## src/rtl/core/mcg_pkg.sv

```systemverilog
// Shared types and constants for the midpoint circle generator.
// No dependencies; used by every module under rtl/core.
package mcg_pkg;

    // Widths of the datapath
    localparam int COORD_BITS     = 16;
    localparam int OFF_BITS       = 13;
    localparam int DEC_BITS       = 16;
    localparam int IN_COORD_BITS  = 15;
    localparam int RADIUS_BITS    = 12;
    localparam int COLOR_BITS     = 32;
    localparam int CLIP_POS_BITS  = 12;
    localparam int CLIP_SIZE_BITS = 13;
    localparam int CLIP_END_BITS  = 14;
    localparam int CFG_INDEX_BITS = 2;
    localparam int CFG_DATA_BITS  = 13;
    localparam int POINT_BITS     = 3;

    // Item function codes
    localparam logic FUNC_START = 1'b0;
    localparam logic FUNC_STEP  = 1'b1;

    // Decision update constants
    localparam logic [DEC_BITS-1:0] DEC_INIT = DEC_BITS'(3);
    localparam logic [DEC_BITS-1:0] DEC_DIAG = DEC_BITS'(10);
    localparam logic [DEC_BITS-1:0] DEC_AXIS = DEC_BITS'(6);

    // Last point of an octet
    localparam logic [POINT_BITS-1:0] POINT_LAST = '1;

    // Configuration register indexes
    typedef enum logic [CFG_INDEX_BITS-1:0] {
        REG_CLIP_LEFT   = 2'd0,
        REG_CLIP_TOP    = 2'd1,
        REG_CLIP_WIDTH  = 2'd2,
        REG_CLIP_HEIGHT = 2'd3
    } cfg_reg_t;

    // One octet to emit: offsets, centre, colour and the final-step flag
    typedef struct packed {
        logic [OFF_BITS-1:0]   off_x;
        logic [OFF_BITS-1:0]   off_y;
        logic [COORD_BITS-1:0] centre_col;
        logic [COORD_BITS-1:0] centre_row;
        logic [COLOR_BITS-1:0] color;
        logic                  done;
    } octet_t;

endpackage

```

## src/rtl/core/mcg_stepper.sv

```systemverilog
// Circle state and midpoint step: loads a circle on start, advances on step.
// Depends on mcg_pkg.
module mcg_stepper (
    input  logic                                   clk,
    input  logic                                   rst_n,
    input  logic                                   item_take,
    input  logic                                   func,
    input  logic signed [mcg_pkg::IN_COORD_BITS-1:0] center_x,
    input  logic signed [mcg_pkg::IN_COORD_BITS-1:0] center_y,
    input  logic [mcg_pkg::RADIUS_BITS-1:0]        radius,
    input  logic [mcg_pkg::COLOR_BITS-1:0]         color,
    output logic                                   octet_load,
    output mcg_pkg::octet_t                        octet
);

    logic [mcg_pkg::OFF_BITS-1:0]   off_x_reg, off_x_next;
    logic [mcg_pkg::OFF_BITS-1:0]   off_y_reg, off_y_next;
    logic [mcg_pkg::DEC_BITS-1:0]   dec_reg, dec_next;
    logic [mcg_pkg::COORD_BITS-1:0] col_reg, col_next;
    logic [mcg_pkg::COORD_BITS-1:0] row_reg, row_next;
    logic [mcg_pkg::COLOR_BITS-1:0] color_reg, color_next;
    logic                           active_reg, active_next;

    logic [mcg_pkg::OFF_BITS:0]     x1;
    logic [mcg_pkg::OFF_BITS:0]     y1;
    logic [mcg_pkg::DEC_BITS-1:0]   diff;
    logic [mcg_pkg::DEC_BITS-1:0]   dec_adv;
    logic                           dec_pos;
    logic                           done;

    // Midpoint advance: x+1, y-1 when the decision is positive
    always_comb
    begin
        dec_pos = ($signed(dec_reg) > $signed(mcg_pkg::DEC_BITS'(0)));
        x1 = {off_x_reg[mcg_pkg::OFF_BITS-1], off_x_reg} + (mcg_pkg::OFF_BITS+1)'(1);
        if (dec_pos)
        begin
            y1 = {off_y_reg[mcg_pkg::OFF_BITS-1], off_y_reg} - (mcg_pkg::OFF_BITS+1)'(1);
            diff = mcg_pkg::DEC_BITS'($signed(x1)) - mcg_pkg::DEC_BITS'($signed(y1));
            dec_adv = dec_reg + (diff << 2) + mcg_pkg::DEC_DIAG;
        end
        else
        begin
            y1 = {off_y_reg[mcg_pkg::OFF_BITS-1], off_y_reg};
            diff = mcg_pkg::DEC_BITS'($signed(x1));
            dec_adv = dec_reg + (diff << 2) + mcg_pkg::DEC_AXIS;
        end
        done = ($signed(y1) < $signed(x1));
    end

    assign octet_load = item_take && (func == mcg_pkg::FUNC_STEP) && active_reg;

    // Octet snapshot taken before the advance
    always_comb
    begin
        octet.off_x      = off_x_reg;
        octet.off_y      = off_y_reg;
        octet.centre_col = col_reg;
        octet.centre_row = row_reg;
        octet.color      = color_reg;
        octet.done       = done;
    end

    // Next state
    always_comb
    begin
        off_x_next  = off_x_reg;
        off_y_next  = off_y_reg;
        dec_next    = dec_reg;
        col_next    = col_reg;
        row_next    = row_reg;
        color_next  = color_reg;
        active_next = active_reg;
        if (item_take && (func == mcg_pkg::FUNC_START))
        begin
            off_x_next  = '0;
            off_y_next  = {1'b0, radius};
            dec_next    = mcg_pkg::DEC_INIT - {{(mcg_pkg::DEC_BITS-mcg_pkg::RADIUS_BITS-1){1'b0}},
                                               radius, 1'b0};
            col_next    = mcg_pkg::COORD_BITS'(center_x);
            row_next    = mcg_pkg::COORD_BITS'(center_y);
            color_next  = color;
            active_next = 1'b1;
        end
        else if (octet_load)
        begin
            off_x_next = x1[mcg_pkg::OFF_BITS-1:0];
            off_y_next = y1[mcg_pkg::OFF_BITS-1:0];
            dec_next   = dec_adv;
            if (done)
            begin
                active_next = 1'b0;
            end
        end
    end

    // State registers
    always_ff @(posedge clk or negedge rst_n)
    begin
        if (!rst_n)
        begin
            off_x_reg  <= '0;
            off_y_reg  <= '0;
            dec_reg    <= '0;
            col_reg    <= '0;
            row_reg    <= '0;
            color_reg  <= '0;
            active_reg <= 1'b0;
        end
        else
        begin
            off_x_reg  <= off_x_next;
            off_y_reg  <= off_y_next;
            dec_reg    <= dec_next;
            col_reg    <= col_next;
            row_reg    <= row_next;
            color_reg  <= color_next;
            active_reg <= active_next;
        end
    end

endmodule

```

## src/rtl/core/mcg_emitter.sv

```systemverilog
// Octet emitter: walks the eight mirrored points, clips them and drives the
// result register. Holds the clip window registers. Depends on mcg_pkg.
module mcg_emitter (
    input  logic                                  clk,
    input  logic                                  rst_n,
    input  logic                                  cfg_we,
    input  logic [mcg_pkg::CFG_INDEX_BITS-1:0]    cfg_index,
    input  logic [mcg_pkg::CFG_DATA_BITS-1:0]     cfg_data,
    input  logic                                  octet_load,
    input  mcg_pkg::octet_t                       octet,
    output logic                                  octet_ready,
    output logic                                  out_valid,
    input  logic                                  out_stall,
    output logic signed [mcg_pkg::COORD_BITS-1:0] pixel_x,
    output logic signed [mcg_pkg::COORD_BITS-1:0] pixel_y,
    output logic                                  visible,
    output logic [mcg_pkg::COLOR_BITS-1:0]        pixel_color,
    output logic                                  last,
    output logic                                  arc_done
);

    logic [mcg_pkg::CLIP_POS_BITS-1:0]  left_reg, top_reg;
    logic [mcg_pkg::CLIP_SIZE_BITS-1:0] width_reg, height_reg;

    mcg_pkg::octet_t                    oct_reg;
    logic                               oct_valid_reg, oct_valid_next;
    logic [mcg_pkg::POINT_BITS-1:0]     pt_reg, pt_next;

    logic                               out_valid_reg;
    logic [mcg_pkg::COORD_BITS-1:0]     px_reg, py_reg;
    logic                               vis_reg;
    logic [mcg_pkg::COLOR_BITS-1:0]     color_reg;
    logic                               last_reg, done_reg;

    logic                               out_adv;
    logic                               emit;
    logic                               pt_last;
    logic [mcg_pkg::OFF_BITS-1:0]       a, b;
    logic [mcg_pkg::COORD_BITS-1:0]     a_ext, b_ext, dx, dy, px, py;
    logic [mcg_pkg::CLIP_END_BITS-1:0]  right, bottom;
    logic                               vis;

    // Clip window registers
    always_ff @(posedge clk or negedge rst_n)
    begin
        if (!rst_n)
        begin
            left_reg   <= '0;
            top_reg    <= '0;
            width_reg  <= '0;
            height_reg <= '0;
        end
        else if (cfg_we)
        begin
            unique case (mcg_pkg::cfg_reg_t'(cfg_index))
                mcg_pkg::REG_CLIP_LEFT:   left_reg   <= cfg_data[mcg_pkg::CLIP_POS_BITS-1:0];
                mcg_pkg::REG_CLIP_TOP:    top_reg    <= cfg_data[mcg_pkg::CLIP_POS_BITS-1:0];
                mcg_pkg::REG_CLIP_WIDTH:  width_reg  <= cfg_data;
                mcg_pkg::REG_CLIP_HEIGHT: height_reg <= cfg_data;
                default: ;
            endcase
        end
    end

    // Handshake between octet slot and result register
    assign out_adv     = !out_valid_reg || !out_stall;
    assign emit        = oct_valid_reg && out_adv;
    assign pt_last     = (pt_reg == mcg_pkg::POINT_LAST);
    assign octet_ready = !oct_valid_reg || (emit && pt_last);

    // Point order: bit 2 swaps axes, bit 0 negates column, bit 1 negates row
    always_comb
    begin
        a      = pt_reg[2] ? oct_reg.off_y : oct_reg.off_x;
        b      = pt_reg[2] ? oct_reg.off_x : oct_reg.off_y;
        a_ext  = mcg_pkg::COORD_BITS'($signed(a));
        b_ext  = mcg_pkg::COORD_BITS'($signed(b));
        dx     = pt_reg[0] ? -a_ext : a_ext;
        dy     = pt_reg[1] ? -b_ext : b_ext;
        px     = oct_reg.centre_col + dx;
        py     = oct_reg.centre_row + dy;
        right  = {2'b00, left_reg} + {1'b0, width_reg};
        bottom = {2'b00, top_reg} + {1'b0, height_reg};
        vis    = ($signed(px) >= $signed({4'b0000, left_reg}))
              && ($signed({{2{px[mcg_pkg::COORD_BITS-1]}}, px}) < $signed({4'b0000, right}))
              && ($signed(py) >= $signed({4'b0000, top_reg}))
              && ($signed({{2{py[mcg_pkg::COORD_BITS-1]}}, py}) < $signed({4'b0000, bottom}));
    end

    // Octet slot sequencing
    always_comb
    begin
        oct_valid_next = oct_valid_reg;
        pt_next        = pt_reg;
        if (emit)
        begin
            pt_next = pt_reg + mcg_pkg::POINT_BITS'(1);
            if (pt_last)
            begin
                oct_valid_next = 1'b0;
            end
        end
        if (octet_load)
        begin
            oct_valid_next = 1'b1;
            pt_next        = '0;
        end
    end

    always_ff @(posedge clk or negedge rst_n)
    begin
        if (!rst_n)
        begin
            oct_valid_reg <= 1'b0;
            pt_reg        <= '0;
            out_valid_reg <= 1'b0;
        end
        else
        begin
            oct_valid_reg <= oct_valid_next;
            pt_reg        <= pt_next;
            if (out_adv)
            begin
                out_valid_reg <= oct_valid_reg;
            end
        end
    end

    // Octet and result payload
    always_ff @(posedge clk)
    begin
        if (octet_load)
        begin
            oct_reg <= octet;
        end
        if (emit)
        begin
            px_reg    <= px;
            py_reg    <= py;
            vis_reg   <= vis;
            color_reg <= oct_reg.color;
            last_reg  <= pt_last;
            done_reg  <= pt_last && oct_reg.done;
        end
    end

    assign out_valid   = out_valid_reg;
    assign pixel_x     = px_reg;
    assign pixel_y     = py_reg;
    assign visible     = vis_reg;
    assign pixel_color = color_reg;
    assign last        = last_reg;
    assign arc_done    = done_reg;

endmodule

```

## src/rtl/core/midpoint_circle_generator_top.sv

```systemverilog
// Top level of the midpoint circle generator.
// Depends on mcg_pkg, mcg_stepper and mcg_emitter.
//
// Usage:
//   Input channel (in_valid/in_stall) carries items. func = start loads the
//   centre, radius and colour and yields no point. func = step yields the
//   eight mirrored points of the current octet, then advances the circle.
//   A step with no circle running is taken and dropped.
//   Output channel (out_valid/out_stall) carries one point per transfer; the
//   eighth has last set, and arc_done as well on the circle's final step.
//   Clip window registers are written through cfg_we/cfg_index/cfg_data.
// Pipeline: a taken step is held in the octet slot register, and each point
//   passes through the result register before it reaches the outputs.
// Throughput: one point per cycle while out_stall is low; a step holds the
//   octet slot until its eighth point is emitted. Items of either kind are
//   taken whenever the slot is free or about to empty.
// Reset: rst_n clears the circle (idle), clip window and both valid flags.
// Stall: out_stall holds the result register; the octet walk pauses and
//   in_stall rises once the octet slot is occupied.
module midpoint_circle_generator_top (
    input  logic                                    clk,
    input  logic                                    rst_n,
    input  logic                                    cfg_we,
    input  logic [mcg_pkg::CFG_INDEX_BITS-1:0]      cfg_index,
    input  logic [mcg_pkg::CFG_DATA_BITS-1:0]       cfg_data,
    input  logic                                    in_valid,
    output logic                                    in_stall,
    input  logic                                    func,
    input  logic signed [mcg_pkg::IN_COORD_BITS-1:0] center_x,
    input  logic signed [mcg_pkg::IN_COORD_BITS-1:0] center_y,
    input  logic [mcg_pkg::RADIUS_BITS-1:0]         radius,
    input  logic [mcg_pkg::COLOR_BITS-1:0]          color,
    output logic                                    out_valid,
    input  logic                                    out_stall,
    output logic signed [mcg_pkg::COORD_BITS-1:0]   pixel_x,
    output logic signed [mcg_pkg::COORD_BITS-1:0]   pixel_y,
    output logic                                    visible,
    output logic [mcg_pkg::COLOR_BITS-1:0]          pixel_color,
    output logic                                    last,
    output logic                                    arc_done
);

    logic            octet_ready;
    logic            octet_load;
    logic            item_take;
    mcg_pkg::octet_t octet;

    // Input handshake
    assign in_stall  = !octet_ready;
    assign item_take = in_valid && octet_ready;

    mcg_stepper u_stepper (
        .clk        (clk),
        .rst_n      (rst_n),
        .item_take  (item_take),
        .func       (func),
        .center_x   (center_x),
        .center_y   (center_y),
        .radius     (radius),
        .color      (color),
        .octet_load (octet_load),
        .octet      (octet)
    );

    mcg_emitter u_emitter (
        .clk         (clk),
        .rst_n       (rst_n),
        .cfg_we      (cfg_we),
        .cfg_index   (cfg_index),
        .cfg_data    (cfg_data),
        .octet_load  (octet_load),
        .octet       (octet),
        .octet_ready (octet_ready),
        .out_valid   (out_valid),
        .out_stall   (out_stall),
        .pixel_x     (pixel_x),
        .pixel_y     (pixel_y),
        .visible     (visible),
        .pixel_color (pixel_color),
        .last        (last),
        .arc_done    (arc_done)
    );

endmodule
```

## config.mk

```make
export PLATFORM = sky130hd
export DESIGN_NAME = midpoint_circle_generator_top
export DESIGN_NICKNAME = d
export VERILOG_FILES = /design/src/rtl/core/mcg_pkg.sv /design/src/rtl/core/mcg_stepper.sv /design/src/rtl/core/mcg_emitter.sv /design/src/rtl/core/midpoint_circle_generator_top.sv
export SDC_FILE = /design/constraint.sdc
export NUM_CORES = 1
export LEC_CHECK = 0
export ABC_AREA = 1
export BUFFER_PORTS_ARGS = -buffer_cell sky130_fd_sc_hd__buf_2
export CORE_AREA = 2 2 199 201
export CTS_BUF_LIST = sky130_fd_sc_hd__clkbuf_8
export CTS_CLUSTER_DIAMETER = 200
export DETAILED_ROUTE_END_ITERATION = 6
export DIE_AREA = 0 0 201 203
export PLACE_DENSITY_LB_ADDON = 0.08
export SLEW_MARGIN = 20
export SYNTH_ARGS = -nofsm -noshare
export SYNTH_HDL_FRONTEND = slang
export SYNTH_SLANG_ARGS = --single-unit
```

## constraint.sdc

```tcl
create_clock -name clk -period 11.3 [get_ports clk]
set_input_delay 2.26 -clock clk [delete_from_list [all_inputs] [get_ports clk]]
set_output_delay 2.26 -clock clk [all_outputs]
set_load 0.1 [all_outputs]
```

==> impl_metrics.csv <==
group,metric,value,unit
clock_tree,clockBufferDepth,3,
global_routing,grt_pass1_vias,15286,
sta,rsz0062_at_grt,"false",
critical_path,crit_slowest_cell,"buf_2",
clock_tree,cts-root-buf,"clkbuf_8",
clock_tree,clkTransAtPathRegs,0.06,ns
drt,detail-route-antenna-nets,0,
global_routing,grt_use_total,23.70,%
drt,drtIter0Drc,835,
sta,clock_skew,0.01992,ns
critical_path,rr_startpoint,"u_emitter.pt_reg[2]$_DFFE_PN0P_",
global_routing,grt_max_degree,102,
critical_path,end_kind,"primary output",
cells_and_area,final_common_cell,"nand2_1",
floorplanning,start_util,49.73,%
global_routing,grt_pass1_wl,77610,um
critical_path,critPathKind,"primary input to primary output",
floorplanning,io_pins,164,
logic_synthesis,yosys.area.top_type,"edfxtp_1",
critical_path,required,9.04,ns
clock_tree,cts_tree,"built",
sta,setup_viol,0,
clock_tree,h-tree-depth,2,
logic_synthesis,yosysTopAreaCellShare,24.49,%
sta,fin_setup_tns,0,ns
outcome,outcome,"completed",
floorplanning,die_h,203,um
clock_tree,post_cts_buffers,0,
critical_path,reg2regPathDepth,26,
critical_path,path_cells,"buf_2 -> nand2_1 -> a21oi_1 -> buf_2",
cells_and_area,num_antenna_cells,0,
placement,place.gp.congestion,0.8758,
placement,port_buffers,163,
sta,tightestPinTransition,1.129,ns
global_routing,gr-total-overflow,0,
critical_path,reg2reg_slack,6.09,ns
cells_and_area,ff_latch_area,0.008688,mm^2
critical_path,critical_path_arrival,3.11,ns
critical_path,path_max_fanout,3,
logic_synthesis,synth_ff_type,"dfrtp_1",
sta,slew_viol_final,0,
logic_synthesis,async_flop_share,50.63,%
sta,finalCritPeriodShare,47.49,%
sta,max_clock_freq,0.1864,GHz
logic_synthesis,yosysUniqueCellTypes,46,
logic_synthesis,synth_edf_count,156,
min_path,hold_path_depth,0,
floorplanning,dieArea,0.04080,mm^2
clock_tree,cts-resized-gates,0,
sta,layout_min_cycle_time,5.366,ns
cells_and_area,largest_reg_flops,89,
critical_path,critPathMostFrequentCell,"buf_2",
drt,viasPerCell,5.136,
floorplanning,core,0.03847,mm^2
critical_path,cp_top_family,"buffers and inverters",
drt,drc_errors,0,
cells_and_area,fillers,3632,
logic_synthesis,syn-num-nets,2510,
critical_path,critical_path_buf_inv_count,2,
sta,hold_viol_final,0,
drt,drt_pass1_iterations,5,
clock_tree,cts.sinks,316,
clock_tree,insertion_delay,0.65,ns
logic_synthesis,ys_ff_latch,316,
logic_synthesis,synth_seq_area_share,45.42,%
floorplanning,row_count,72,
cells_and_area,final_cell_mix,"nand2_1 (650), inv_1 (297), ha_1 (189)",
cells_and_area,drive_above_1_share,11.73,%
drt,via_count,15229,
min_path,hp-class,"flop to flop",
drt,drt_wl_total,47190,um
cells_and_area,multi_input_area,0.009204,mm^2
drt,wire_per_inst,15.92,um
logic_synthesis,syn_area,0.01913,mm^2
clock_tree,hold_buffers,0,
critical_path,slowest_delay,0.48,ns
cells_and_area,fin_nets,2693,
critical_path,startpoint_type,"primary input",
sta,slew_headroom,24.63,%
logic_synthesis,ys_warn_count,0,
placement,place_hpwl,34900,um
floorplanning,die_w,201,um
logic_synthesis,syn_inst,2219,
min_path,hp-start,"u_emitter.oct_reg[16]$_DFFE_PP_",
global_routing,antenna_found_initial,0,
cells_and_area,synthToLayoutAreaGrowth,12.88,%
run,maxCapViolations,0,
min_path,whs_endpoint,"u_emitter.pixel_color[15]$_DFFE_PP_",
logic_synthesis,synth_top_cells_by_area,"edfxtp_1 (24%), dfrtp_1 (21%), nand2_1 (13%)",
clock_tree,cts_buffers,54,
critical_path,rr_endpoint,"u_emitter.visible$_DFFE_PP_",
logic_synthesis,synth.avg_cell_area,8.620,um^2
==> synth_stat cells, drive strengths merged, types with 4 or more instances <==
| cell type | number |
|---|---|
| inv | 277 |
| fa | 7 |
| buf | 11 |
| nor2 | 117 |
| a21o | 9 |
| a21oi | 119 |
| edfxtp | 156 |
| o21bai | 14 |
| or2 | 15 |
| nor3 | 18 |
| o21a | 4 |
| clkbuf | 34 |
| dfrtp | 160 |
| o211ai | 10 |
| o21ai | 136 |
| o22ai | 12 |
| a31oi | 15 |
| ha | 189 |
| xor2 | 64 |
| nand4 | 18 |
| xnor2 | 40 |
| o221ai | 9 |
| nand3 | 99 |
| o31ai | 4 |
| nand2 | 663 |
==> routing by layer <==
metal | GRT usage [%] | vias up | wire, um
li1 | - | 7729 | -
met1 | 29.75 | 7139 | 20730
met2 | 42.23 | 293 | 23520
met3 | 3.547 | 68 | 1944
met4 | 7.249 | 0 | 998
met5 | 0 | - | 0
==> metrics by stage <==
step	setup slack, ns	instances	instance area, um^2	hold WS (ns)	util, %
5_1_grt	5.632	2965	21590	0.4227	56.13
6_report	5.934	2965	21590	0.4174	56.13
3_5_place_dp	5.414	2863	20470	0.4045	53.22
3_3_place_gp	5.449	2863	20470	0.4011	53.22
2_1_floorplan	4.468	2219	19130	0.4003	-
4_1_cts	5.888	2964	21570	0.4161	56.07
==> worst register-to-register path, delay by kind of cell (launching register included) <==
kind	cells	cell delay (ns)
AOI/OAI and AO/OA	7	1.29
adders and majority gates	3	0.92
DFF	1	0.57
buffers and inverters	3	0.58
xor gates and xnor gates	2	0.63
and+or+nand+nor	11	0.97
==> logic make-up after synthesis <==
| logic type | after synthesis | synth area share (%) |
|---|---|---|
| buffers and inverters | 324 | 6.567 |
| AND/OR/NAND/NOR | 938 | 20.06 |
| XOR/XNOR | 104 | 4.762 |
| adder cells (fa/ha/maj) | 196 | 13.10 |
| AO/OA/AOI/OAI | 341 | 10.09 |
| flip-flops | 316 | 45.42 |
==> cell type report <==
class                           instances  area share [%]
Tap cell                              518           3.002
Clock inverter                         43           1.379
Clock buffer                           58           3.697
Sequential cell                       316           40.24
Multi-Input combinational cell       1579           42.63
Inverter                              279           4.868
Timing Repair Buffer                  172           4.190
==> how the worst max path moves through the flow <==
stage / cells after the start / startpoint / endpoint / slack [ns]
after floorplan: 7 / out_stall / u_emitter.oct_reg[0]$_DFFE_PP_ / 4.47
after global placement: 11 / out_stall / u_stepper.dec_reg[15]$_DFFE_PN0P_ / 5.45
after detailed placement: 11 / out_stall / u_stepper.dec_reg[15]$_DFFE_PN0P_ / 5.41
after CTS: 4 / out_stall / in_stall / 5.89
after global routing: 26 / u_emitter.pt_reg[2]$_DFFE_PN0P_ / u_emitter.visible$_DFFE_PP_ / 5.63
final: 4 / out_stall / in_stall / 5.93
Power is left out: the tool's default activity adds up to more than one toggle a clock period on the data nets, which glitch-free logic cannot reach.
